`config.mk`:
```
export PLATFORM = sky130hd
export DESIGN_NAME = http_response_header_parser_flat
export DESIGN_NICKNAME = d
export VERILOG_FILES = /design/src/rtl/hrhp_pkg.sv /design/src/rtl/hrhp_in_if.sv /design/src/rtl/hrhp_out_if.sv /design/src/rtl/hrhp_pipe_reg.sv /design/src/rtl/hrhp_parse_core.sv /design/src/rtl/http_response_header_parser.sv /design/src/flat_wrapper.sv
export VERILOG_INCLUDE_DIRS = /design/src /design/src/rtl
export SDC_FILE = /design/constraint.sdc
export NUM_CORES = 1
export LEC_CHECK = 0
export ABC_AREA = 1
export BUFFER_PORTS_ARGS = -buffer_cell sky130_fd_sc_hd__buf_2
export CAP_MARGIN = 15
export CORE_MARGIN = 2
export CORE_UTILIZATION = 40
export CTS_BUF_LIST = sky130_fd_sc_hd__clkbuf_2 sky130_fd_sc_hd__clkbuf_4 sky130_fd_sc_hd__clkbuf_8
export DETAILED_ROUTE_END_ITERATION = 12
export PLACE_DENSITY = 0.59
export SLEW_MARGIN = 20
export SYNTH_ARGS = -nofsm -noshare
export SYNTH_HDL_FRONTEND = slang
export SYNTH_SLANG_ARGS = --single-unit
```
`constraint.sdc`:
```
create_clock -name clk_i -period 8.8 [get_ports clk_i]
set_input_delay 1.32 -clock clk_i [delete_from_list [all_inputs] [get_ports clk_i]]
set_output_delay 1.32 -clock clk_i [all_outputs]
set_load 0.01 [all_outputs]
```
`src/rtl/assert_macros.svh`:
```
// assertion helpers shared by the rtl
`ifndef ASSERT_MACROS_SVH
`define ASSERT_MACROS_SVH

// property must hold at every clock edge outside reset
`define HRHP_ASSERT(lbl, clk, rstn, prop) \
  lbl: assert property (@(posedge clk) disable iff (!rstn) prop) \
    else $error("assertion failed");

// condition must never be seen outside reset
`define HRHP_NEVER(lbl, clk, rstn, prop) \
  `HRHP_ASSERT(lbl, clk, rstn, !(prop))

`endif

```
`src/rtl/hrhp_pkg.sv`:
```
package hrhp_pkg;

  localparam int unsigned MaxHeadersDef      = 16;
  localparam int unsigned NameBytesDef       = 64;
  localparam int unsigned ValueBytesDef      = 256;
  localparam int unsigned StatusTextBytesDef = 64;

  // byte role codes
  localparam logic [2:0] RoleNone  = 3'd0;
  localparam logic [2:0] RoleText  = 3'd1;
  localparam logic [2:0] RoleName  = 3'd2;
  localparam logic [2:0] RoleValue = 3'd3;
  localparam logic [2:0] RoleType  = 3'd4;

  // candidate header names, bit positions in the candidate mask
  localparam int unsigned CandLen  = 0;
  localparam int unsigned CandType = 1;
  localparam int unsigned CandTe   = 2;
  localparam int unsigned CandCount = 3;

  localparam logic [7:0] CharTab   = 8'h09;
  localparam logic [7:0] CharLf    = 8'h0A;
  localparam logic [7:0] CharCr    = 8'h0D;
  localparam logic [7:0] CharSpace = 8'h20;
  localparam logic [7:0] CharPlus  = 8'h2B;
  localparam logic [7:0] CharMinus = 8'h2D;
  localparam logic [7:0] CharZero  = 8'h30;
  localparam logic [7:0] CharNine  = 8'h39;
  localparam logic [7:0] CharColon = 8'h3A;
  localparam logic [7:0] CharLowC  = 8'h63;

  localparam int unsigned PrefixLen = 7;
  localparam int unsigned MinBlock  = 12;
  localparam int unsigned CodeStart = 9;
  localparam logic [2:0]  ChunkFull = 3'd7;

  // lower-case names, padded to the longest one
  localparam logic [8*17-1:0] CandStrLen  = "content-length   ";
  localparam logic [8*17-1:0] CandStrType = "content-type     ";
  localparam logic [8*17-1:0] CandStrTe   = "transfer-encoding";

  typedef enum logic [6:0] {
    PhPrefix = 7'b0000001,
    PhSeek   = 7'b0000010,
    PhText   = 7'b0000100,
    PhEol    = 7'b0001000,
    PhName   = 7'b0010000,
    PhGap    = 7'b0100000,
    PhValue  = 7'b1000000
  } phase_e;

  typedef enum logic [3:0] {
    NumLead = 4'b0001,
    NumPos  = 4'b0010,
    NumNeg  = 4'b0100,
    NumDone = 4'b1000
  } num_e;

  function automatic logic [7:0] lower_char(input logic [7:0] c);
    return (c >= 8'h41 && c <= 8'h5A) ? c + 8'h20 : c;
  endfunction

  function automatic logic is_digit(input logic [7:0] c);
    return c >= CharZero && c <= CharNine;
  endfunction

  function automatic logic [7:0] prefix_char(input logic [2:0] idx);
    logic [7:0] c;
    unique case (idx)
      3'd0:    c = "H";
      3'd1:    c = "T";
      3'd2:    c = "T";
      3'd3:    c = "P";
      3'd4:    c = "/";
      3'd5:    c = "1";
      3'd6:    c = ".";
      default: c = 8'h00;
    endcase
    return c;
  endfunction

  function automatic logic [7:0] chunk_char(input logic [2:0] idx);
    logic [7:0] c;
    unique case (idx)
      3'd0:    c = "c";
      3'd1:    c = "h";
      3'd2:    c = "u";
      3'd3:    c = "n";
      3'd4:    c = "k";
      3'd5:    c = "e";
      3'd6:    c = "d";
      default: c = 8'h00;
    endcase
    return c;
  endfunction

  function automatic logic [4:0] cand_len(input int unsigned which);
    logic [4:0] n;
    unique case (which)
      CandLen:  n = 5'd14;
      CandType: n = 5'd12;
      default:  n = 5'd17;
    endcase
    return n;
  endfunction

  function automatic logic [7:0] cand_char(input int unsigned which, input logic [4:0] pos);
    logic [4:0]        p;
    logic [8*17-1:0]   s;
    p = (pos > 5'd16) ? 5'd16 : pos;
    unique case (which)
      CandLen:  s = CandStrLen;
      CandType: s = CandStrType;
      default:  s = CandStrTe;
    endcase
    return s[8*(16-p) +: 8];
  endfunction

  // next phase of the decimal number reader
  function automatic num_e num_step(input num_e np, input logic [7:0] c);
    num_e n;
    n = np;
    if (np == NumLead) begin
      if (c == CharSpace || (c >= 8'd9 && c <= 8'd13)) n = NumLead;
      else if (c == CharPlus)  n = NumPos;
      else if (c == CharMinus) n = NumNeg;
      else if (is_digit(c))    n = NumPos;
      else                     n = NumDone;
    end else if (np != NumDone && !is_digit(c)) begin
      n = NumDone;
    end
    return n;
  endfunction

  // digit goes into the accumulator
  function automatic logic num_takes(input num_e np, input logic [7:0] c);
    return is_digit(c) && (np == NumLead || np == NumPos);
  endfunction

endpackage

```
`src/rtl/hrhp_in_if.sv`:
```
interface hrhp_in_if;
  logic       valid;
  logic       ready;
  logic [7:0] data_byte;
  logic       last_byte;

  modport source (output valid, data_byte, last_byte, input ready);
  modport sink (input valid, data_byte, last_byte, output ready);
endinterface

```
`src/rtl/hrhp_out_if.sv`:
```
interface hrhp_out_if #(
  parameter int unsigned SLOT_W  = 4,
  parameter int unsigned TOTAL_W = 5
);
  logic               valid;
  logic               ready;
  logic [2:0]         byte_role;
  logic [7:0]         echo_byte;
  logic [SLOT_W-1:0]  header_slot;
  logic               done_res;
  logic               parse_error;
  logic [15:0]        resp_code;
  logic [31:0]        body_length;
  logic               chunked_seen;
  logic [TOTAL_W-1:0] header_total;

  modport source (
    output valid, byte_role, echo_byte, header_slot, done_res, parse_error, resp_code,
           body_length, chunked_seen, header_total,
    input  ready
  );
  modport sink (
    input  valid, byte_role, echo_byte, header_slot, done_res, parse_error, resp_code,
           body_length, chunked_seen, header_total,
    output ready
  );
endinterface

```
`src/rtl/hrhp_pipe_reg.sv`:
```
module hrhp_pipe_reg #(
  parameter int unsigned W = 8
) (
  input  logic         clk_i,
  input  logic         rst_ni,
  input  logic         valid_i,
  output logic         ready_o,
  input  logic [W-1:0] data_i,
  output logic         valid_o,
  input  logic         ready_i,
  output logic [W-1:0] data_o
);

  logic         valid_q;
  logic [W-1:0] data_q;

  // slot frees up when empty or when its item leaves in this cycle
  assign ready_o = !valid_q || ready_i;

  always_ff @(posedge clk_i or negedge rst_ni) begin
    if (!rst_ni) begin
      valid_q <= 1'b0;
    end else if (ready_o) begin
      valid_q <= valid_i;
    end
  end

  always_ff @(posedge clk_i) begin
    if (valid_i && ready_o) begin
      data_q <= data_i;
    end
  end

  assign valid_o = valid_q;
  assign data_o  = data_q;

endmodule

```
`src/rtl/hrhp_parse_core.sv`:
```
module hrhp_parse_core import hrhp_pkg::*; #(
  parameter int unsigned MAX_HEADERS       = MaxHeadersDef,
  parameter int unsigned NAME_BYTES        = NameBytesDef,
  parameter int unsigned VALUE_BYTES       = ValueBytesDef,
  parameter int unsigned STATUS_TEXT_BYTES = StatusTextBytesDef,
  localparam int unsigned SLOT_W  = (MAX_HEADERS > 1) ? $clog2(MAX_HEADERS) : 1,
  localparam int unsigned HDR_W   = $clog2(MAX_HEADERS + 1),
  localparam int unsigned TEXT_W  = $clog2(STATUS_TEXT_BYTES),
  localparam int unsigned NAME_W  = $clog2(NAME_BYTES),
  localparam int unsigned VALUE_W = $clog2(VALUE_BYTES)
) (
  input  logic              clk_i,
  input  logic              rst_ni,
  input  logic              en_i,
  input  logic [7:0]        byte_i,
  input  logic              last_i,
  output logic [2:0]        role_o,
  output logic [SLOT_W-1:0] slot_o,
  output logic              done_o,
  output logic              error_o,
  output logic [15:0]       code_o,
  output logic [31:0]       length_o,
  output logic              chunked_o,
  output logic [HDR_W-1:0]  total_o
);

  phase_e               phase_q, phase_d;
  logic [3:0]           off_q, off_d;
  logic                 pg_q, pg_d;
  logic [15:0]          code_q, code_d;
  logic                 open_q, open_d;
  logic [TEXT_W-1:0]    text_q, text_d;
  logic [NAME_W-1:0]    name_q, name_d;
  logic [VALUE_W-1:0]   value_q, value_d;
  logic [CandCount-1:0] cand_q, cand_d;
  logic [2:0]           chunk_q, chunk_d;
  logic [31:0]          lacc_q, lacc_d;
  num_e                 num_q, num_d;
  logic [31:0]          kept_q, kept_d;
  logic                 chunked_q, chunked_d;
  logic [HDR_W-1:0]     hdr_q, hdr_d;

  function automatic logic [15:0] code_sat(input logic [15:0] a, input logic [3:0] dig);
    logic [19:0] v;
    v = ({4'd0, a} << 3) + ({4'd0, a} << 1) + {16'd0, dig};
    return (v > 20'd65535) ? 16'hFFFF : v[15:0];
  endfunction

  function automatic logic [31:0] len_sat(input logic [31:0] a, input logic [3:0] dig);
    logic [35:0] v;
    v = ({4'd0, a} << 3) + ({4'd0, a} << 1) + {32'd0, dig};
    return (v > 36'hFFFF_FFFF) ? 32'hFFFF_FFFF : v[31:0];
  endfunction

  always_comb begin
    phase_e ph;
    logic   skip;
    logic   fin;
    logic   eol;
    logic   storing;
    logic   bad;

    phase_d   = phase_q;
    pg_d      = pg_q;
    code_d    = code_q;
    open_d    = open_q;
    text_d    = text_q;
    name_d    = name_q;
    value_d   = value_q;
    cand_d    = cand_q;
    chunk_d   = chunk_q;
    lacc_d    = lacc_q;
    num_d     = num_q;
    kept_d    = kept_q;
    chunked_d = chunked_q;
    hdr_d     = hdr_q;
    role_o    = RoleNone;
    slot_o    = '0;
    skip      = 1'b0;
    fin       = 1'b0;
    eol       = (byte_i == CharCr) || (byte_i == CharLf);
    storing   = pg_q && (hdr_q < HDR_W'(MAX_HEADERS));

    // status number reader runs alongside the phase logic
    if (open_q && off_q >= 4'(CodeStart)) begin
      if (num_takes(num_d, byte_i)) code_d = code_sat(code_q, byte_i[3:0]);
      num_d = num_step(num_d, byte_i);
      if (num_d == NumDone) open_d = 1'b0;
    end

    ph = phase_q;
    if (ph == PhEol) begin
      if (eol) begin
        skip = 1'b1;
      end else begin
        ph     = PhName;
        name_d = '0;
        cand_d = '1;
      end
    end else if (ph == PhGap) begin
      if (byte_i == CharSpace || byte_i == CharTab) skip = 1'b1;
      else ph = PhValue;
    end

    if (!skip) begin
      unique case (ph)
        PhPrefix: begin
          if (off_q < 4'(PrefixLen) && byte_i != prefix_char(off_q[2:0])) pg_d = 1'b0;
          if (off_q >= 4'd8) ph = PhSeek;
        end
        PhSeek: begin
          if (byte_i == CharSpace) ph = PhText;
        end
        PhText: begin
          if (eol) begin
            ph = PhEol;
          end else if (pg_q && text_q < TEXT_W'(STATUS_TEXT_BYTES - 1)) begin
            role_o = RoleText;
            text_d = text_q + TEXT_W'(1);
          end
        end
        PhName: begin
          if (byte_i == CharColon) begin
            for (int unsigned i = 0; i < CandCount; i++) begin
              if (name_d != NAME_W'(cand_len(i))) cand_d[i] = 1'b0;
            end
            value_d = '0;
            chunk_d = '0;
            if (cand_d[CandLen]) begin
              num_d  = NumLead;
              lacc_d = '0;
            end
            ph = PhGap;
          end else if (storing && name_d < NAME_W'(NAME_BYTES - 1)) begin
            role_o = RoleName;
            slot_o = hdr_q[SLOT_W-1:0];
            for (int unsigned i = 0; i < CandCount; i++) begin
              if (name_d >= NAME_W'(cand_len(i)) ||
                  lower_char(byte_i) != cand_char(i, name_d[4:0])) begin
                cand_d[i] = 1'b0;
              end
            end
            name_d = name_d + NAME_W'(1);
          end
        end
        PhValue: begin
          if (eol) begin
            fin = 1'b1;
            ph  = PhEol;
          end else if (storing && value_q < VALUE_W'(VALUE_BYTES - 1)) begin
            role_o = cand_d[CandType] ? RoleType : RoleValue;
            slot_o = hdr_q[SLOT_W-1:0];
            // substring search, restarting on a fresh 'c'
            if (cand_d[CandTe] && chunk_q < ChunkFull) begin
              if (byte_i == chunk_char(chunk_q)) chunk_d = chunk_q + 3'd1;
              else if (byte_i == CharLowC)       chunk_d = 3'd1;
              else                               chunk_d = 3'd0;
            end
            if (cand_d[CandLen]) begin
              if (num_takes(num_d, byte_i)) lacc_d = len_sat(lacc_d, byte_i[3:0]);
              num_d = num_step(num_d, byte_i);
            end
            value_d = value_q + VALUE_W'(1);
          end
        end
        default: ;
      endcase
    end

    phase_d = ph;
    off_d   = (off_q == 4'hF) ? off_q : off_q + 4'd1;

    // a header cut off by the end of the block still counts
    if (last_i && (ph == PhGap || ph == PhValue)) fin = 1'b1;

    if (fin && hdr_d < HDR_W'(MAX_HEADERS)) begin
      if (cand_d[CandLen]) kept_d = (num_d == NumNeg) ? 32'd0 : lacc_d;
      if (cand_d[CandTe] && chunk_d == ChunkFull) chunked_d = 1'b1;
      hdr_d = hdr_d + HDR_W'(1);
    end

    bad       = !pg_d || (off_d < 4'(MinBlock));
    done_o    = last_i;
    error_o   = last_i && bad;
    code_o    = (last_i && !bad) ? code_d : 16'd0;
    length_o  = (last_i && !bad) ? kept_d : 32'd0;
    chunked_o = last_i && !bad && chunked_d;
    total_o   = (last_i && !bad) ? hdr_d : '0;

    // next block starts from a clean state
    if (last_i) begin
      phase_d   = PhPrefix;
      off_d     = 4'd0;
      pg_d      = 1'b1;
      code_d    = 16'd0;
      open_d    = 1'b1;
      text_d    = '0;
      name_d    = '0;
      value_d   = '0;
      cand_d    = '1;
      chunk_d   = 3'd0;
      lacc_d    = 32'd0;
      num_d     = NumLead;
      kept_d    = 32'd0;
      chunked_d = 1'b0;
      hdr_d     = '0;
    end
  end

  always_ff @(posedge clk_i or negedge rst_ni) begin
    if (!rst_ni) begin
      phase_q   <= PhPrefix;
      off_q     <= 4'd0;
      pg_q      <= 1'b1;
      code_q    <= 16'd0;
      open_q    <= 1'b1;
      text_q    <= '0;
      name_q    <= '0;
      value_q   <= '0;
      cand_q    <= '1;
      chunk_q   <= 3'd0;
      lacc_q    <= 32'd0;
      num_q     <= NumLead;
      kept_q    <= 32'd0;
      chunked_q <= 1'b0;
      hdr_q     <= '0;
    end else if (en_i) begin
      phase_q   <= phase_d;
      off_q     <= off_d;
      pg_q      <= pg_d;
      code_q    <= code_d;
      open_q    <= open_d;
      text_q    <= text_d;
      name_q    <= name_d;
      value_q   <= value_d;
      cand_q    <= cand_d;
      chunk_q   <= chunk_d;
      lacc_q    <= lacc_d;
      num_q     <= num_d;
      kept_q    <= kept_d;
      chunked_q <= chunked_d;
      hdr_q     <= hdr_d;
    end
  end

endmodule

```
`src/rtl/http_response_header_parser.sv`:
```
// path: a byte accepted into the input register goes on to the result register,
//   from which its result leaves
// throughput: one byte per cycle while res_o is not stalled; the parse state takes
//   its whole update for a byte as it moves from the input to the result register
// while a result waits, the input register takes one more byte and then stalls input
// reset: rst_ni clears the parse state and both valid flags asynchronously
module http_response_header_parser import hrhp_pkg::*; #(
  parameter int unsigned MAX_HEADERS       = MaxHeadersDef,
  parameter int unsigned NAME_BYTES        = NameBytesDef,
  parameter int unsigned VALUE_BYTES       = ValueBytesDef,
  parameter int unsigned STATUS_TEXT_BYTES = StatusTextBytesDef
) (
  input  logic       clk_i,
  input  logic       rst_ni,
  hrhp_in_if.sink    in_i,
  hrhp_out_if.source res_o
);

  `include "assert_macros.svh"

  localparam int unsigned SLOT_W = (MAX_HEADERS > 1) ? $clog2(MAX_HEADERS) : 1;
  localparam int unsigned HDR_W  = $clog2(MAX_HEADERS + 1);
  localparam int unsigned RES_W  = 3 + 8 + SLOT_W + 1 + 1 + 16 + 32 + 1 + HDR_W;

  logic              s1_valid;
  logic              s1_ready;
  logic [8:0]        s1_data;
  logic [2:0]        role;
  logic [SLOT_W-1:0] slot;
  logic              done;
  logic              err;
  logic [15:0]       code;
  logic [31:0]       length;
  logic              chunked;
  logic [HDR_W-1:0]  total;
  logic [RES_W-1:0]  res_d;
  logic [RES_W-1:0]  res_q;
  logic              summary_void;
  logic              summary_clear;
  logic              role_plain;

  hrhp_pipe_reg #(
    .W (9)
  ) u_in_reg (
    .clk_i   (clk_i),
    .rst_ni  (rst_ni),
    .valid_i (in_i.valid),
    .ready_o (in_i.ready),
    .data_i  ({in_i.data_byte, in_i.last_byte}),
    .valid_o (s1_valid),
    .ready_i (s1_ready),
    .data_o  (s1_data)
  );

  hrhp_parse_core #(
    .MAX_HEADERS       (MAX_HEADERS),
    .NAME_BYTES        (NAME_BYTES),
    .VALUE_BYTES       (VALUE_BYTES),
    .STATUS_TEXT_BYTES (STATUS_TEXT_BYTES)
  ) u_core (
    .clk_i     (clk_i),
    .rst_ni    (rst_ni),
    .en_i      (s1_valid && s1_ready),
    .byte_i    (s1_data[8:1]),
    .last_i    (s1_data[0]),
    .role_o    (role),
    .slot_o    (slot),
    .done_o    (done),
    .error_o   (err),
    .code_o    (code),
    .length_o  (length),
    .chunked_o (chunked),
    .total_o   (total)
  );

  assign res_d = {role, s1_data[8:1], slot, done, err, code, length, chunked, total};

  hrhp_pipe_reg #(
    .W (RES_W)
  ) u_res_reg (
    .clk_i   (clk_i),
    .rst_ni  (rst_ni),
    .valid_i (s1_valid),
    .ready_o (s1_ready),
    .data_i  (res_d),
    .valid_o (res_o.valid),
    .ready_i (res_o.ready),
    .data_o  (res_q)
  );

  assign {res_o.byte_role, res_o.echo_byte, res_o.header_slot, res_o.done_res,
          res_o.parse_error, res_o.resp_code, res_o.body_length, res_o.chunked_seen,
          res_o.header_total} = res_q;

  assign summary_void  = !res_o.done_res || res_o.parse_error;
  assign summary_clear = res_o.resp_code == 16'd0 && res_o.body_length == 32'd0 &&
                         !res_o.chunked_seen && res_o.header_total == '0;
  assign role_plain    = res_o.byte_role == RoleNone || res_o.byte_role == RoleText;

  // summary fields only carry data on a clean end of block
  `HRHP_ASSERT(a_summary_idle, clk_i, rst_ni, res_o.valid && summary_void |-> summary_clear)
  `HRHP_ASSERT(a_error_at_done, clk_i, rst_ni, res_o.valid && res_o.parse_error |-> res_o.done_res)
  `HRHP_ASSERT(a_total_cap, clk_i, rst_ni, res_o.valid |-> res_o.header_total <= HDR_W'(MAX_HEADERS))
  `HRHP_NEVER(a_slot_plain, clk_i, rst_ni, res_o.valid && role_plain && res_o.header_slot != '0)

endmodule
```
`src/flat_wrapper.sv`:
```
// flat-port wrapper written by rule: the top's interface ports become plain ports
module http_response_header_parser_flat import hrhp_pkg::*;
#(
  parameter int unsigned MAX_HEADERS       = MaxHeadersDef,
  parameter int unsigned NAME_BYTES        = NameBytesDef,
  parameter int unsigned VALUE_BYTES       = ValueBytesDef,
  parameter int unsigned STATUS_TEXT_BYTES = StatusTextBytesDef
)
  (clk_i, rst_ni, in_i_valid, in_i_data_byte, in_i_last_byte, in_i_ready, res_o_valid, res_o_byte_role, res_o_echo_byte, res_o_header_slot, res_o_done_res, res_o_parse_error, res_o_resp_code, res_o_body_length, res_o_chunked_seen, res_o_header_total, res_o_ready);
  hrhp_in_if in_i_i ();
  hrhp_out_if res_o_i ();
  input  logic clk_i;
  input  logic rst_ni;
  input wire logic [$bits(in_i_i.valid)-1:0] in_i_valid;
  input wire logic [$bits(in_i_i.data_byte)-1:0] in_i_data_byte;
  input wire logic [$bits(in_i_i.last_byte)-1:0] in_i_last_byte;
  output wire logic [$bits(in_i_i.ready)-1:0] in_i_ready;
  output wire logic [$bits(res_o_i.valid)-1:0] res_o_valid;
  output wire logic [$bits(res_o_i.byte_role)-1:0] res_o_byte_role;
  output wire logic [$bits(res_o_i.echo_byte)-1:0] res_o_echo_byte;
  output wire logic [$bits(res_o_i.header_slot)-1:0] res_o_header_slot;
  output wire logic [$bits(res_o_i.done_res)-1:0] res_o_done_res;
  output wire logic [$bits(res_o_i.parse_error)-1:0] res_o_parse_error;
  output wire logic [$bits(res_o_i.resp_code)-1:0] res_o_resp_code;
  output wire logic [$bits(res_o_i.body_length)-1:0] res_o_body_length;
  output wire logic [$bits(res_o_i.chunked_seen)-1:0] res_o_chunked_seen;
  output wire logic [$bits(res_o_i.header_total)-1:0] res_o_header_total;
  input wire logic [$bits(res_o_i.ready)-1:0] res_o_ready;
  assign in_i_i.valid = in_i_valid;
  assign in_i_i.data_byte = in_i_data_byte;
  assign in_i_i.last_byte = in_i_last_byte;
  assign in_i_ready = in_i_i.ready;
  assign res_o_valid = res_o_i.valid;
  assign res_o_byte_role = res_o_i.byte_role;
  assign res_o_echo_byte = res_o_i.echo_byte;
  assign res_o_header_slot = res_o_i.header_slot;
  assign res_o_done_res = res_o_i.done_res;
  assign res_o_parse_error = res_o_i.parse_error;
  assign res_o_resp_code = res_o_i.resp_code;
  assign res_o_body_length = res_o_i.body_length;
  assign res_o_chunked_seen = res_o_i.chunked_seen;
  assign res_o_header_total = res_o_i.header_total;
  assign res_o_i.ready = res_o_ready;
  http_response_header_parser #(.MAX_HEADERS(MAX_HEADERS), .NAME_BYTES(NAME_BYTES), .VALUE_BYTES(VALUE_BYTES), .STATUS_TEXT_BYTES(STATUS_TEXT_BYTES)) u_core (.clk_i(clk_i), .rst_ni(rst_ni), .in_i(in_i_i), .res_o(res_o_i));
endmodule
```
Yosys cells after proc, flatten, opt, wreduce, memory -nomap -nowiden
Cells that the tools add are included.
{"block": "totals", "word_cells": 328, "regBits": 211, "inputBits": 13}
{"block": "op_classes", "reduce_logical": 51, "n_eq_ne": 52, "mux": 168, "order_cmp": 21, "n_shift": 3, "addsub": 12}
{"cell": "$mux W136", "count": 12}
{"cell": "$mux W32", "count": 13}
{"cell": "$shiftx A136 B33 Y8", "count": 3}
{"cell": "$mux W5", "count": 24}
{"cell": "$mux W8", "count": 13}
{"cell": "$mux W4", "count": 23}
{"cell": "$mux W6", "count": 12}
{"cell": "$mux W7", "count": 10}
{"cell": "$mux W16", "count": 4}
{"cell": "$pmux W32 S2", "count": 1}
{"cell": "$mux W3", "count": 17}
{"cell": "$pmux W7 S7", "count": 1}
{"cell": "$pmux W7 S6", "count": 1}
{"cell": "$add A35 B33 Y36", "count": 1}
{"cell": "$add A36 B4 Y36", "count": 1}
{"cell": "$gt A36 B32 Y1 const B", "count": 1}
{"cell": "$eq A8 B6 Y1 const B", "count": 4}
{"cell": "$ne A8 B8 Y1", "count": 4}
{"cell": "$mux W1", "count": 29}
{"cell": "$pmux W7 S4", "count": 1}
{"cell": "$eq A8 B4 Y1 const B", "count": 3}
{"cell": "$logic_and A1 B1 Y1", "count": 22}
{"cell": "$eq A3 B3 Y1 const B", "count": 7}
{"cell": "$add A19 B17 Y20", "count": 1}
{"cell": "57 further kinds", "count": 99}

Depth between registers and ports, before layout
Gate-level depths: netlist of the first run.
{"block": "logic_depth", "ltp_word": 23, "depth_mapped": 31, "mapped_depth_nobuf": 28}

By module
From an unflattened synthesis of the first run, not the netlist that was laid out.
{"block": "hier_totals", "hier_cells": 2307, "hier_area_um2": 16325.7}
{"mod": "hrhp_parse_core", "n_inst": 1, "cells_per_inst": 2213, "area_each_um2": 13825.8, "seq_area_each_um2": 3236.9}
{"mod": "hrhp_pipe_reg (u_core.u_res_reg)", "n_inst": 1, "cells_per_inst": 77, "area_each_um2": 2177.1, "seq_area_each_um2": 2157.1}
{"mod": "hrhp_pipe_reg (u_core.u_in_reg)", "n_inst": 1, "cells_per_inst": 15, "area_each_um2": 315.3, "seq_area_each_um2": 295.3}
{"mod": "http_response_header_parser", "n_inst": 1, "cells_per_inst": 2, "area_each_um2": 7.5, "seq_area_each_um2": 0.0}

Worst setup path after synthesis of the first run
OpenSTA, ideal clock, no wires.
{"block": "synth_timing", "path_kind": "input port to flip-flop", "start": "input port res_o_ready", "end": "register u_core.u_res_reg.data_q[0], in the netlist u_core.u_res_reg.data_o[0] (enable)", "n_path_buf": 2, "path_stages": 6, "required_time_ns": 8.337, "setup_slack_ns": 4.391, "arrival_ns": 3.946, "path_cell_list": "inv_1 nand2_1 nand2_1 inv_1 clkbuf_1 clkbuf_1"}
{"block": "synth_between", "elab_chain_len": 2}
{"element": "start, declared", "line": "flat_wrapper.sv:28", "text": "input wire logic [$bits(res_o_i.ready)-1:0] res_o_ready;"}
{"element": "$logic_or A1 B1 Y1", "line": "hrhp_pipe_reg.sv:18", "text": "assign ready_o = !valid_q || ready_i;"}
{"element": "$logic_and A1 B1 Y1"}
{"element": "via u_core.u_core.en_i", "line": "hrhp_parse_core.sv:14", "text": "input logic en_i,"}
{"element": "end signal, assigned", "line": "hrhp_pipe_reg.sv:30", "text": "data_q <= data_i;"}
{"element": "end, declared", "line": "hrhp_pipe_reg.sv:15", "text": "logic [W-1:0] data_q;"}
The timed path passes the listed nets, and every way through them passes these cells.
A chain may end at the register's enable or synchronous reset.

Worst setup path after layout of the first run
{"block": "layout_timing", "start": "register u_core.u_in_reg.data_q[4], in the netlist u_core.u_in_reg.data_o[4]", "end": "register u_core.u_res_reg.data_q[11], in the netlist u_core.u_res_reg.data_o[11] (data pin)"}
{"block": "layout_between", "elab_chain_len": 22, "elab_cells_between_ends": 121, "cone_classes": "add/sub (3); order compare (10); eq/ne (21); shift (1); mux (64); reduce/logical (22)"}
{"element": "start, declared", "line": "hrhp_pipe_reg.sv:15"}
{"element": "start signal, assigned", "line": "hrhp_pipe_reg.sv:30"}
{"element": "parallel branches: the longest is 22 deep, another holds $sub A5 B5 Y6"}
Several ways; the timed one is not identified. The select of a mux whose other input is x is not followed.

==> flow_summary_export.csv, run 1 <==
group,metric,value,unit
outcome,status,"complete, no violations",
global_routing,grt_use_met2,37.8,%
timing,final-max-slew-violation-count,0,
timing,rsz0062_at_grt,"false",
timing,skew,31.4,ps
clock_tree,postCtsSetupBuffers,0,
clock_tree,cts-root-buf,"clkbuf_8",
worst_setup_path,worstPathRequired,9110,ps
timing,setup_violations,0,
hold_path,hold_class,"flip-flop to flip-flop",
clock_tree,cts.sinks,211,
global_routing,grt_max_degree,81,
clock_tree,clock_latency,610,ps
worst_setup_path,crit_type,"flip-flop to flip-flop",
placed_design,placement.io_buffers,85,
power,p_per_area,149,nW/µm²
detailed_routing,vias,15100,
clock_tree,cts-resized-gates,0,
timing,clock.fmax,184,MHz
floorplanning,io_pins,86,
timing,slew_headroom,30.1,%
placed_design,dp_hpwl,33.1,mm
final_layout,n_antenna_cell,0,
floorplanning,fp-row-count,72,
synthesis,synthMostInstantiatedCell,"nand2_1",
final_layout,fin_nets,2398,
global_routing,gr-total-overflow,0,
synthesis,yosys_warnings,0,
global_routing,grtUsageMet3,3.71,%
synthesis,synth_common_cells,"nand2_1 (637), nand3_1 (214), inv_1 (211), nor2_1 (191), dfrtp_1 (124)",
final_layout,synthToLayoutAreaGrowth,10.8,%
floorplanning,fp.dieH,203,µm
global_routing,grt_util_met1,31.5,%
worst_setup_path,worstPathArrival,5740,ps
synthesis,ys.flop_type,"dfrtp_1",
worst_setup_path,start_kind,"flip-flop",
floorplanning,die_w,203,µm
worst_setup_path,critPathMaxFanout,24,
detailed_routing,vias_per_cell,5.34,
synthesis,synthCells,2197,
global_routing,gr-max-usage-layer,"met2",
final_layout,utilization,45.2,%
global_routing,grt_first_pass_wirelength,77.3,mm
timing,finalCritPeriodShare,61.7,%
detailed_routing,wirelength,47.4,mm
timing,fin_tns_setup,0,ps
synthesis,netlist_area,15900,µm²
power,ir_worst_vdd,0.0000806,V
synthesis,synth.top_cell.area_share,19.5,%
clock_tree,cts.path.max_buffers,3,
clock_tree,cts-htree-levels,2,
synthesis,ys_ff_latch,211,
global_routing,grt_pass1_vias,14600,
synthesis,postSynth.asyncResetShare,62.1,%
clock_tree,cts_inserted_buffers,39,
synthesis,avgSynthCellArea,7.22,µm²
clock_tree,cts_tree,"yes",
timing,whs,465,ps
floorplanning,coreArea,38900,µm²
flow_run,drv_cap,0,
global_routing,antenna_found_initial,0,
synthesis,yosysSeqAreaShare,35.8,%
synthesis,synth_edf_count,80,
placed_design,finalWeightedCongestion,0.920,
synthesis,synth_nets,2328,
detailed_routing,drt-initial-drc-count,958,
clock_tree,clkSlewWorstSetupHoldPaths,60,ps
detailed_routing,drt-pass1-iter-count,5,
floorplanning,initial_core_util,40.8,%
synthesis,yosysTopAreaCell,"dfrtp_1",
power,leakage,8.70,nW
detailed_routing,drc,0,
floorplanning,die_area,41300,µm²
clock_tree,hold_buffers,0,
timing,worst_slew_pin_slew,1050,ps
timing,hold_viol,0,
timing,min_period,5430,ps
final_layout,drive_above_1_share,12.0,%
synthesis,synth.distinct_cells,60,
detailed_routing,antenna_left,0,
detailed_routing,wl_per_cell,16.8,µm
worst_setup_path,end_kind,"flip-flop",
global_routing,grtUsageTotal,23.3,%
synthesis,synthTopCellsByArea,"dfrtp_1 (20%), edfxtp_1 (15%), nand2_1 (15%), ha_1 (9.0%), nand3_1 (6.7%)",
[worst paths after layout]
path                                                          start                                         to  slack, ps  cells after the start
worst max-delay path            u_core.u_in_reg.data_o[4]$_DFFE_PP_  u_core.u_res_reg.data_o[11]$_SDFFCE_PN0P_       3370                     23
worst min-delay path            u_core.u_core.text_q[5]$_DFFE_PN0P_        u_core.u_core.text_q[5]$_DFFE_PN0P_        460                      1
worst max register to register  u_core.u_in_reg.data_o[4]$_DFFE_PP_  u_core.u_res_reg.data_o[11]$_SDFFCE_PN0P_       3370                     23
worst min register to register  u_core.u_core.text_q[5]$_DFFE_PN0P_        u_core.u_core.text_q[5]$_DFFE_PN0P_        460                      1
max in group asynchronous                                    rst_ni       u_core.u_core.kept_q[21]$_DFFE_PN0P_       6690                      2
min in group asynchronous                                    rst_ni        u_core.u_core.text_q[4]$_DFFE_PN0P_        790                      1
[registers in the layout, indices dropped and copies added (netlist names), 3 cells and up]
signal and count:
u_core.u_core.off_q 4, u_core.u_core.value_q 8, u_core.u_core.hdr_q 5, u_core.u_core.text_q 6, u_core.u_res_reg.data_o 71, u_core.u_core.lacc_q 32
u_core.u_in_reg.data_o 9, u_core.u_core.name_q 6, u_core.u_core.code_q 16, u_core.u_core.phase_q 7, u_core.u_core.cand_q 3, u_core.u_core.kept_q 32
u_core.u_core.num_q 4, u_core.u_core.chunk_q 3
[layer usage]
metal  wire length [µm]  share of wire (%)
met3               2410                5.1
met1              22100                 47
met4               1410                3.0
met2              21500                 45
met5                  0                  0
[cell type report]
cell class / count / area [µm²]
timing repair buffer: 99 / 537
tap: 518 / 648
multi-input combinational: 1681 / 8990
inverter: 235 / 885
sequential: 211 / 5690
clock inverter: 8 / 96.3
fill: 4005 / 21300
clock buffer: 64 / 749
[power by group]
| part | internal [W] | switching (W) | total, W |
|---|---|---|---|
| sequential | 0.00109 | 0.0000399 | 0.00113 |
| clock | 0.000597 | 0.000437 | 0.00103 |
| combinational | 0.000129 | 0.000324 | 0.000453 |
| total | 0.00182 | 0.000801 | 0.00262 |
[worst max-delay path, stage by stage (launching register included)]
cell,delay (ps)
edfxtp_1,640
fa_1,620
inv_1,70
fa_1,450
inv_1,70
nand3_1,60
nand2_1,110
a21oi_1,150
o21ai_0,400
nand3_1,130
nand2_1,170
nand2_1,90
nand3_1,80
nand2_1,50
nor2_1,450
nand2_1,100
inv_1,740
nand3_1,210
nand3_1,120
nand2_1,70
nand2_1,60
nand4_1,140
nand2_1,120
nor2_1,40
[cell usage in the layout (no fill, tap or decap), drive strengths merged, types with 28 or more instances in the layout]
cell	n
o21ai	120
xor2	37
buf	99
inv	233
nand2	660
clkbuf	64
nand3	219
nor2	200
ha	114
nor3	28
a21oi	103
edfxtp	80
nand4	58
dfrtp	124
[kinds of logic (layout without fill, tap and decap cells)]
kind of cell | count (synthesis) | after routing | share of synthesized area, %
flops | 211 | 211 | 35.8
xor+xnor | 53 | 53 | 2.92
simple gates | 1210 | 1210 | 33.2
compound gates | 300 | 300 | 10.9
buf+inv | 305 | 406 | 7.66
fa+ha+maj | 118 | 118 | 9.49
[per-stage QoR]
step                      instance area [µm²]  std cells  total power, W  setup slack [ps]
after floorplan                         15900       2197         0.00144              4390
after global placement                  16700       2744         0.00160              3660
after detailed placement                16700       2744         0.00160              3460
after CTS                               17600       2816         0.00266              3420
after global routing                    17600       2816         0.00276              2830
final                                   17600       2816         0.00262              3370
(Power assumes the default switching activity.)
==> run 2: changes to the inputs <==
Settings changed: ABC_AREA 1 to 0.
Clock period 8.8 ns to 5.4 ns, I/O delays scaled along.
==> run 2 against run 1 <==
  * Power increased by 85%
  * Routed wire length fell by 6.6%
  * Count of clock-buffer cells in the layout up 2
  * Synthesized area shrank 5.1%
  * Register-to-register slack worse by 2900 ps
  * Via count is 12% lower
  * Fmax increased by 10%
  * Critical endpoint is now u_core.u_res_reg.data_o[17]$_SDFFCE_PN0P_
  * Die area down 5.0%
  * First-iteration DRC count increased by 13%
==> flow_summary_export.csv, run 2 <==
group,metric,value,unit
outcome,status,"complete, no violations",
power,combPwrFrac,27.9,%
detailed_routing,vias_per_cell,5.82,
worst_setup_path,crit_type,"flip-flop to flip-flop",
synthesis,synth_compound_area_share,26.7,%
synthesis,postSynth.asyncResetShare,62.1,%
timing,setup_violations,0,
timing,skew,26.8,ps
synthesis,synth_nets,1804,
placed_design,finalWeightedCongestion,0.916,
worst_setup_path,start_kind,"flip-flop",
timing,hold_viol,0,
detailed_routing,drt-initial-drc-count,1079,
synthesis,avgSynthCellArea,9.00,µm²
timing,clock.fmax,203,MHz
power,p_per_area,284,nW/µm²
detailed_routing,vias,13300,
power,leakage,7.24,nW
worst_setup_path,crit_end,"u_core.u_res_reg.data_o[17]$_SDFFCE_PN0P_",
synthesis,synth_top_family_by_area,"compound AO/OA/AOI/OAI gates",
worst_setup_path,reg2reg_from,"u_core.u_core.phase_q[2]$_DFFE_PN0P_",
global_routing,grt_max_degree,84,
final_layout,largest_reg_flops,71,
synthesis,synth_common_cells,"o21ai_0 (154), nand2_1 (134), a21oi_1 (126), dfrtp_1 (124), ha_1 (114)",
clock_tree,cts_inserted_buffers,39,
floorplanning,fp-row-count,71,
clock_tree,clkSlewWorstSetupHoldPaths,60,ps
clock_tree,hold_buffers,0,
global_routing,gr-total-overflow,0,
worst_setup_path,slowest_stage,"or4_1",
synthesis,ys.flop_type,"dfrtp_1",
worst_setup_path,end_kind,"flip-flop",
hold_path,hold_class,"input port to async pin",
power,p_switching,0.00165,W
synthesis,synth.top_cell.area_share,20.6,%
synthesis,synth-simple-area-share,15.9,%
placed_design,dp_hpwl,30.8,mm
final_layout,synthToLayoutAreaGrowth,13.0,%
detailed_routing,drc,0,
final_layout,layout_common_cells,"o21ai_0 (154), nand2_1 (132), a21oi_1 (126)",
clock_tree,cts.sinks,211,
flow_run,drv_cap,0,
global_routing,antenna_found_initial,0,
final_layout,drive_above_1_share,14.4,%
clock_tree,postCtsSetupBuffers,0,
global_routing,grt_first_pass_wirelength,71.4,mm
synthesis,yosys_warnings,0,
synthesis,yosysTopAreaCell,"dfrtp_1",
clock_tree,cts.path.max_buffers,3,
global_routing,grt_pass1_vias,13000,
synthesis,synthMostInstantiatedCell,"o21ai_0",
timing,finalCritPeriodShare,91.0,%
floorplanning,die_area,39200,µm²
worst_setup_path,worstPathArrival,5340,ps
synthesis,netlist_area,15100,µm²
detailed_routing,antenna_left,0,
worst_setup_path,critPathMaxFanout,29,
final_layout,final_common_cell,"o21ai_0",
power,p_total,0.00484,W
final_layout,fin_nets,1877,
clock_tree,cts_tree,"yes",
detailed_routing,drt-pass1-iter-count,5,
worst_setup_path,worstPathRequired,5820,ps
timing,worst_slew_pin_slew,926,ps
worst_setup_path,cp-startpoint,"u_core.u_core.phase_q[2]$_DFFE_PN0P_",
power,power_frac_seq,37.4,%
detailed_routing,wl_per_cell,19.4,µm
timing,min_period,4920,ps
floorplanning,die_w,198,µm
synthesis,synth.distinct_cells,88,
worst_setup_path,reg2reg_depth,16,
timing,final-max-slew-violation-count,0,
timing,fin_tns_setup,0,ps
worst_setup_path,reg2reg_to,"u_core.u_res_reg.data_o[17]$_SDFFCE_PN0P_",
floorplanning,fp.dieH,198,µm
global_routing,grtUsageTotal,23.0,%
synthesis,synth_edf_count,80,
power,sw_frac_of_total,34.0,%
synthesis,yosys.area_share.adder,10.0,%
timing,slew_headroom,37.8,%
synthesis,synthCells,1673,
detailed_routing,wirelength,44.3,mm
synthesis,synth_xor_area_share,4.19,%
worst_setup_path,cp_cell_sequence,"or4_1 -> nor3_2 -> a21oi_1 -> nand2_1 -> ha_2 -> clkinvlp_4 -> nand2_1 -> o31a_1 -> nand2_1 -> o32ai_1 -> a32oi_1 -> nor4_2 -> nand4b_1 -> a21o_1 -> buf_4 -> o2bb2ai_1",
worst_setup_path,rrSetupSlack,480,ps
floorplanning,coreArea,37400,µm²
floorplanning,initial_core_util,40.3,%
timing,rsz0062_at_grt,"false",
clock_tree,clock_latency,590,ps
synthesis,synth_mux_area_share,0.615,%
clock_tree,cts-htree-levels,2,
worst_setup_path,slowest_delay,560,ps
clock_tree,cts-resized-gates,0,
final_layout,n_antenna_cell,0,
power,p_int,0.00319,W
floorplanning,io_pins,86,
synthesis,yosysSeqAreaShare,37.8,%
final_layout,utilization,45.5,%
synthesis,ys_ff_latch,211,
worst_setup_path,timing.critical_path.mode_cell,"nand2_1",
placed_design,placement.io_buffers,85,
synthesis,synthTopCellsByArea,"dfrtp_1 (21%), edfxtp_1 (16%), ha_1 (9.5%), o21ai_0 (5.1%), a21oi_1 (4.2%)",
power,clkPwrFrac,34.7,%
power,ir_worst_vdd,0.000191,V
clock_tree,cts-root-buf,"clkbuf_8",
==> run 2: cell types whose count changed in the layout (fill, tap and decap cells not counted), sizes merged, moves of 39 or more <==
cell	before	now
nand2	660	134
nand3	219	42
inv	233	84
nor2	200	76
a31oi	7	64
nand4	58	12
o21ai	120	159
==> run 2: area by class of cell <==
| type | instances | area, µm² |
|---|---|---|
| clock buffer | 66 | 840 |
| clock inverter | 4 | 20.0 |
| fill | 3616 | 20400 |
| inverter | 86 | 329 |
| multi-input combinational | 1276 | 8700 |
| sequential | 211 | 5690 |
| tap | 511 | 639 |
| timing repair buffer | 132 | 810 |
==> run 2: kinds of logic (layout without fill, tap and decap cells) <==
group | count (synthesis) | after routing
DFF | 211 | 211
adders and majority gates | 118 | 118
AOI/OAI and AO/OA | 610 | 610
buffers and inverters | 186 | 288
muxes | 9 | 9
and+or+nand+nor | 467 | 467
xor gates and xnor gates | 72 | 72
==> run 2: through the flow <==
| step | hold WS, ps | cells | cell area, µm² | setup slack (ps) |
|---|---|---|---|---|
| final | 266 | 2286 | 17000 | 485 |
| after CTS | 276 | 2286 | 17000 | 332 |
| after global placement | 456 | 2216 | 16200 | 441 |
| after floorplan | 421 | 1673 | 15100 | 571 |
| after detailed placement | 460 | 2216 | 16200 | 388 |
| after global routing | 316 | 2286 | 17000 | 90.0 |
==> run 2: how the worst min path moves through the flow <==
stage	slack (ps)	to
2_1_floorplan	420	u_core.u_res_reg.data_o[64]$_DFFE_PP_
3_3_place_gp	460	u_core.u_core.open_q$_DFFE_PN1P_
3_5_place_dp	460	u_core.u_core.open_q$_DFFE_PN1P_
4_1_cts	280	u_core.u_core.name_q[3]$_DFFE_PN0P_
5_1_grt	320	u_core.u_core.name_q[3]$_DFFE_PN0P_
6_report	270	u_core.u_core.name_q[3]$_DFFE_PN0P_
==> run 2: layer usage <==
| metal | GRT usage, % | up-vias | routed length [µm] |
|---|---|---|---|
| met5 | 0 | - | 0 |
| met4 | 6.49 | 0 | 988 |
| met3 | 4.36 | 69 | 2510 |
| met2 | 36.5 | 355 | 20000 |
| met1 | 31.9 | 6411 | 20700 |
| li1 | - | 6461 | - |
==> run 2: critical path, delay by kind of cell (launching register included) <==
kind	cells	cell delay, ps
DFF	1	530
and+or+nand+nor	7	2010
adders and majority gates	1	320
buffers and inverters	2	490
AOI/OAI and AO/OA	6	1370
==> run 2: power by group through the flow <==
stage / Sequential [W] / Clock (W) / Combinational [W]
3_5_place_dp: 0.00184 / 0 / 0.00132
4_1_cts: 0.00181 / 0.00174 / 0.00133
3_3_place_gp: 0.00184 / 0 / 0.00134
5_1_grt: 0.00182 / 0.00182 / 0.00147
6_report: 0.00181 / 0.00168 / 0.00135
2_1_floorplan: 0.00182 / 0 / 0.000898
==> run 3: changes to the inputs <==
Settings changed: CORE_UTILIZATION 40 to 35, PLACE_DENSITY 0.59 to 0.54.
==> run 3 against run 2 <==
  * Register-to-register slack got worse by 130 ps
  * Non-clock buffer count increased by 6
  * Via count increased by 1.5%
  * Routed wire length increased by 5.3%
  * Highest routed layer unchanged
  * Largest cell class unchanged
  * Clock skew decreased by 4.6 ps
  * Count of clock-buffer cells in the layout decreased by 4
  * Clock power increased by 6%
  * Global-route usage decreased by 1.8 points
  * Final cell count increased by 2.0%
==> flow_summary_export.csv, run 3 (synthesis results as in run 2) <==
group,metric,value,unit
final_layout,fin_nets,1885,
clock_tree,cts_tree,"yes",
final_layout,layout_common_cells,"o21ai_0 (154), nand2_1 (132), a21oi_1 (126)",
clock_tree,cts.sinks,211,
worst_setup_path,end_kind,"flip-flop",
global_routing,gr-total-overflow,0,
timing,finalCritPeriodShare,93.5,%
floorplanning,die_area,44700,µm²
floorplanning,coreArea,42800,µm²
worst_setup_path,critPathTopFamily,"simple AND/OR/NAND/NOR gates",
power,p_switching,0.00171,W
global_routing,grt_first_pass_wirelength,75.5,mm
detailed_routing,drt-pass1-iter-count,5,
final_layout,final_common_cell,"o21ai_0",
clock_tree,cts_inserted_buffers,41,
power,leakage,7.28,nW
power,p_per_area,289,nW/µm²
flow_run,drv_cap,0,
floorplanning,io_pins,86,
detailed_routing,vias,13500,
detailed_routing,drt-initial-drc-count,895,
detailed_routing,wl_per_cell,20.0,µm
global_routing,antenna_found_initial,0,
hold_path,hold_class,"input port to async pin",
worst_setup_path,slowest_delay,590,ps
placed_design,dp_hpwl,32.6,mm
final_layout,n_antenna_cell,0,
clock_tree,hold_buffers,0,
floorplanning,fp.dieH,211,µm
final_layout,utilization,40.1,%
timing,hold_viol,0,
timing,final-max-slew-violation-count,0,
clock_tree,clock_latency,600,ps
floorplanning,die_w,211,µm
detailed_routing,wirelength,46.6,mm
timing,fin_tns_setup,0,ps
global_routing,grt_pass1_vias,13500,
clock_tree,cts.path.max_buffers,3,
timing,worst_slew_pin_slew,1020,ps
worst_setup_path,timing.critical_path.mode_cell,"buf_4",
worst_setup_path,cp_cell_sequence,"or4_1 -> nor3_2 -> a21oi_1 -> nand2_1 -> ha_1 -> buf_4 -> clkinv_1 -> or3_1 -> a311oi_2 -> and3_1 -> a211oi_1 -> nor4_2 -> and4b_1 -> o22ai_4 -> buf_4 -> o2bb2ai_1",
outcome,status,"complete, no violations",
worst_setup_path,worstPathRequired,5730,ps
final_layout,synthToLayoutAreaGrowth,13.9,%
floorplanning,initial_core_util,35.2,%
worst_setup_path,critPathMaxFanout,23,
power,p_int,0.00325,W
final_layout,largest_reg_flops,71,
floorplanning,fp-row-count,76,
final_layout,fin_cells,2332,
detailed_routing,drc,0,
timing,min_period,5050,ps
timing,setup_violations,0,
power,power_frac_seq,36.5,%
power,sw_frac_of_total,34.4,%
global_routing,grtUsageTotal,21.2,%
final_layout,drive_above_1_share,14.6,%
timing,skew,22.3,ps
timing,rsz0062_at_grt,"false",
worst_setup_path,crit_type,"flip-flop to flip-flop",
worst_setup_path,worstPathArrival,5380,ps
worst_setup_path,path_buf_inv,3,
clock_tree,cts-htree-levels,2,
detailed_routing,vias_per_cell,5.79,
worst_setup_path,slowest_stage,"or4_1",
global_routing,grt_max_degree,100,
final_layout,fill_cells,4329,
timing,slew_headroom,31.5,%
worst_setup_path,start_kind,"flip-flop",
placed_design,place_inst,2256,
power,clkPwrFrac,35.8,%
clock_tree,cts-root-buf,"clkbuf_8",
placed_design,placement.io_buffers,85,
power,ir_worst_vdd,0.000138,V
power,combPwrFrac,27.7,%
timing,clock.fmax,198,MHz
placed_design,finalWeightedCongestion,0.919,
detailed_routing,antenna_left,0,
clock_tree,clkSlewWorstSetupHoldPaths,60,ps
## run 3: changes by cell type in the layout (fill, tap and decap cells not counted), sizes merged
cell	previous run	this run
clkinv	5	11
bufinv	0	2
buf	132	138
inv	84	85
clkbuf	66	62
## run 3: area by class of cell
| class | instances | area (µm²) | share of cell area (%) |
|---|---|---|---|
| Multi-Input combinational cell | 1276 | 8710 | 50.8 |
| Clock inverter | 13 | 114 | 0.664 |
| Clock buffer | 62 | 785 | 4.57 |
| Tap cell | 546 | 683 | 3.98 |
| Timing Repair Buffer | 138 | 850 | 4.95 |
| Sequential cell | 211 | 5690 | 33.2 |
| Inverter | 86 | 325 | 1.90 |
## run 3: metal layers
layer	wire (µm)	part of all wire [%]	GRT usage [%]	vias up
met5	0	0	0	-
met3	2320	5.0	3.93	73
met1	22300	48	29.4	6627
met2	21000	45	33.6	314
met4	1040	2.2	6.17	0
li1	-	-	-	6478
## run 3: timing repair
item	CTS	global route
endpoints found under the setup margin	0	1
buffers inserted	0	0
resized for setup	0	1
## run 3: final timing paths
kind	cells after the start	end	slack (ps)	start
hold / removal	1	u_core.u_core.name_q[0]$_DFFE_PN0P_	70	rst_ni
min in group clk_i	1	u_core.u_in_reg.data_o[5]$_DFFE_PP_	390	in_i_data_byte[4]
hold reg to reg	2	u_core.u_core.open_q$_DFFE_PN1P_	480	u_core.u_core.open_q$_DFFE_PN1P_
setup reg to reg	16	u_core.u_res_reg.data_o[17]$_SDFFCE_PN0P_	350	u_core.u_core.phase_q[1]$_DFFE_PN0P_
setup / recovery	16	u_core.u_res_reg.data_o[17]$_SDFFCE_PN0P_	350	u_core.u_core.phase_q[1]$_DFFE_PN0P_
max in group asynchronous	2	u_core.u_core.code_q[4]$_DFFE_PN0P_	4490	rst_ni
## run 3: power groups by stage
stage	registers (W)	logic, W	clock network, W
after CTS	0.00181	0.00136	0.00184
after global placement	0.00184	0.00137	0
after floorplan	0.00182	0.000898	0
final	0.00181	0.00137	0.00178
after detailed placement	0.00184	0.00135	0
after global routing	0.00181	0.00152	0.00191
## run 3: per-stage QoR
stage | setup WS, ps | hold WS, ps | cell area (µm²) | power (W)
2_1_floorplan | 571 | 421 | 15100 | 0.00272
3_3_place_gp | 341 | 451 | 16200 | 0.00321
3_5_place_dp | 322 | 460 | 16200 | 0.00319
4_1_cts | 300 | 331 | 17100 | 0.00500
5_1_grt | 72.3 | 65.3 | 17200 | 0.00524
6_report | 352 | 68.7 | 17200 | 0.00496
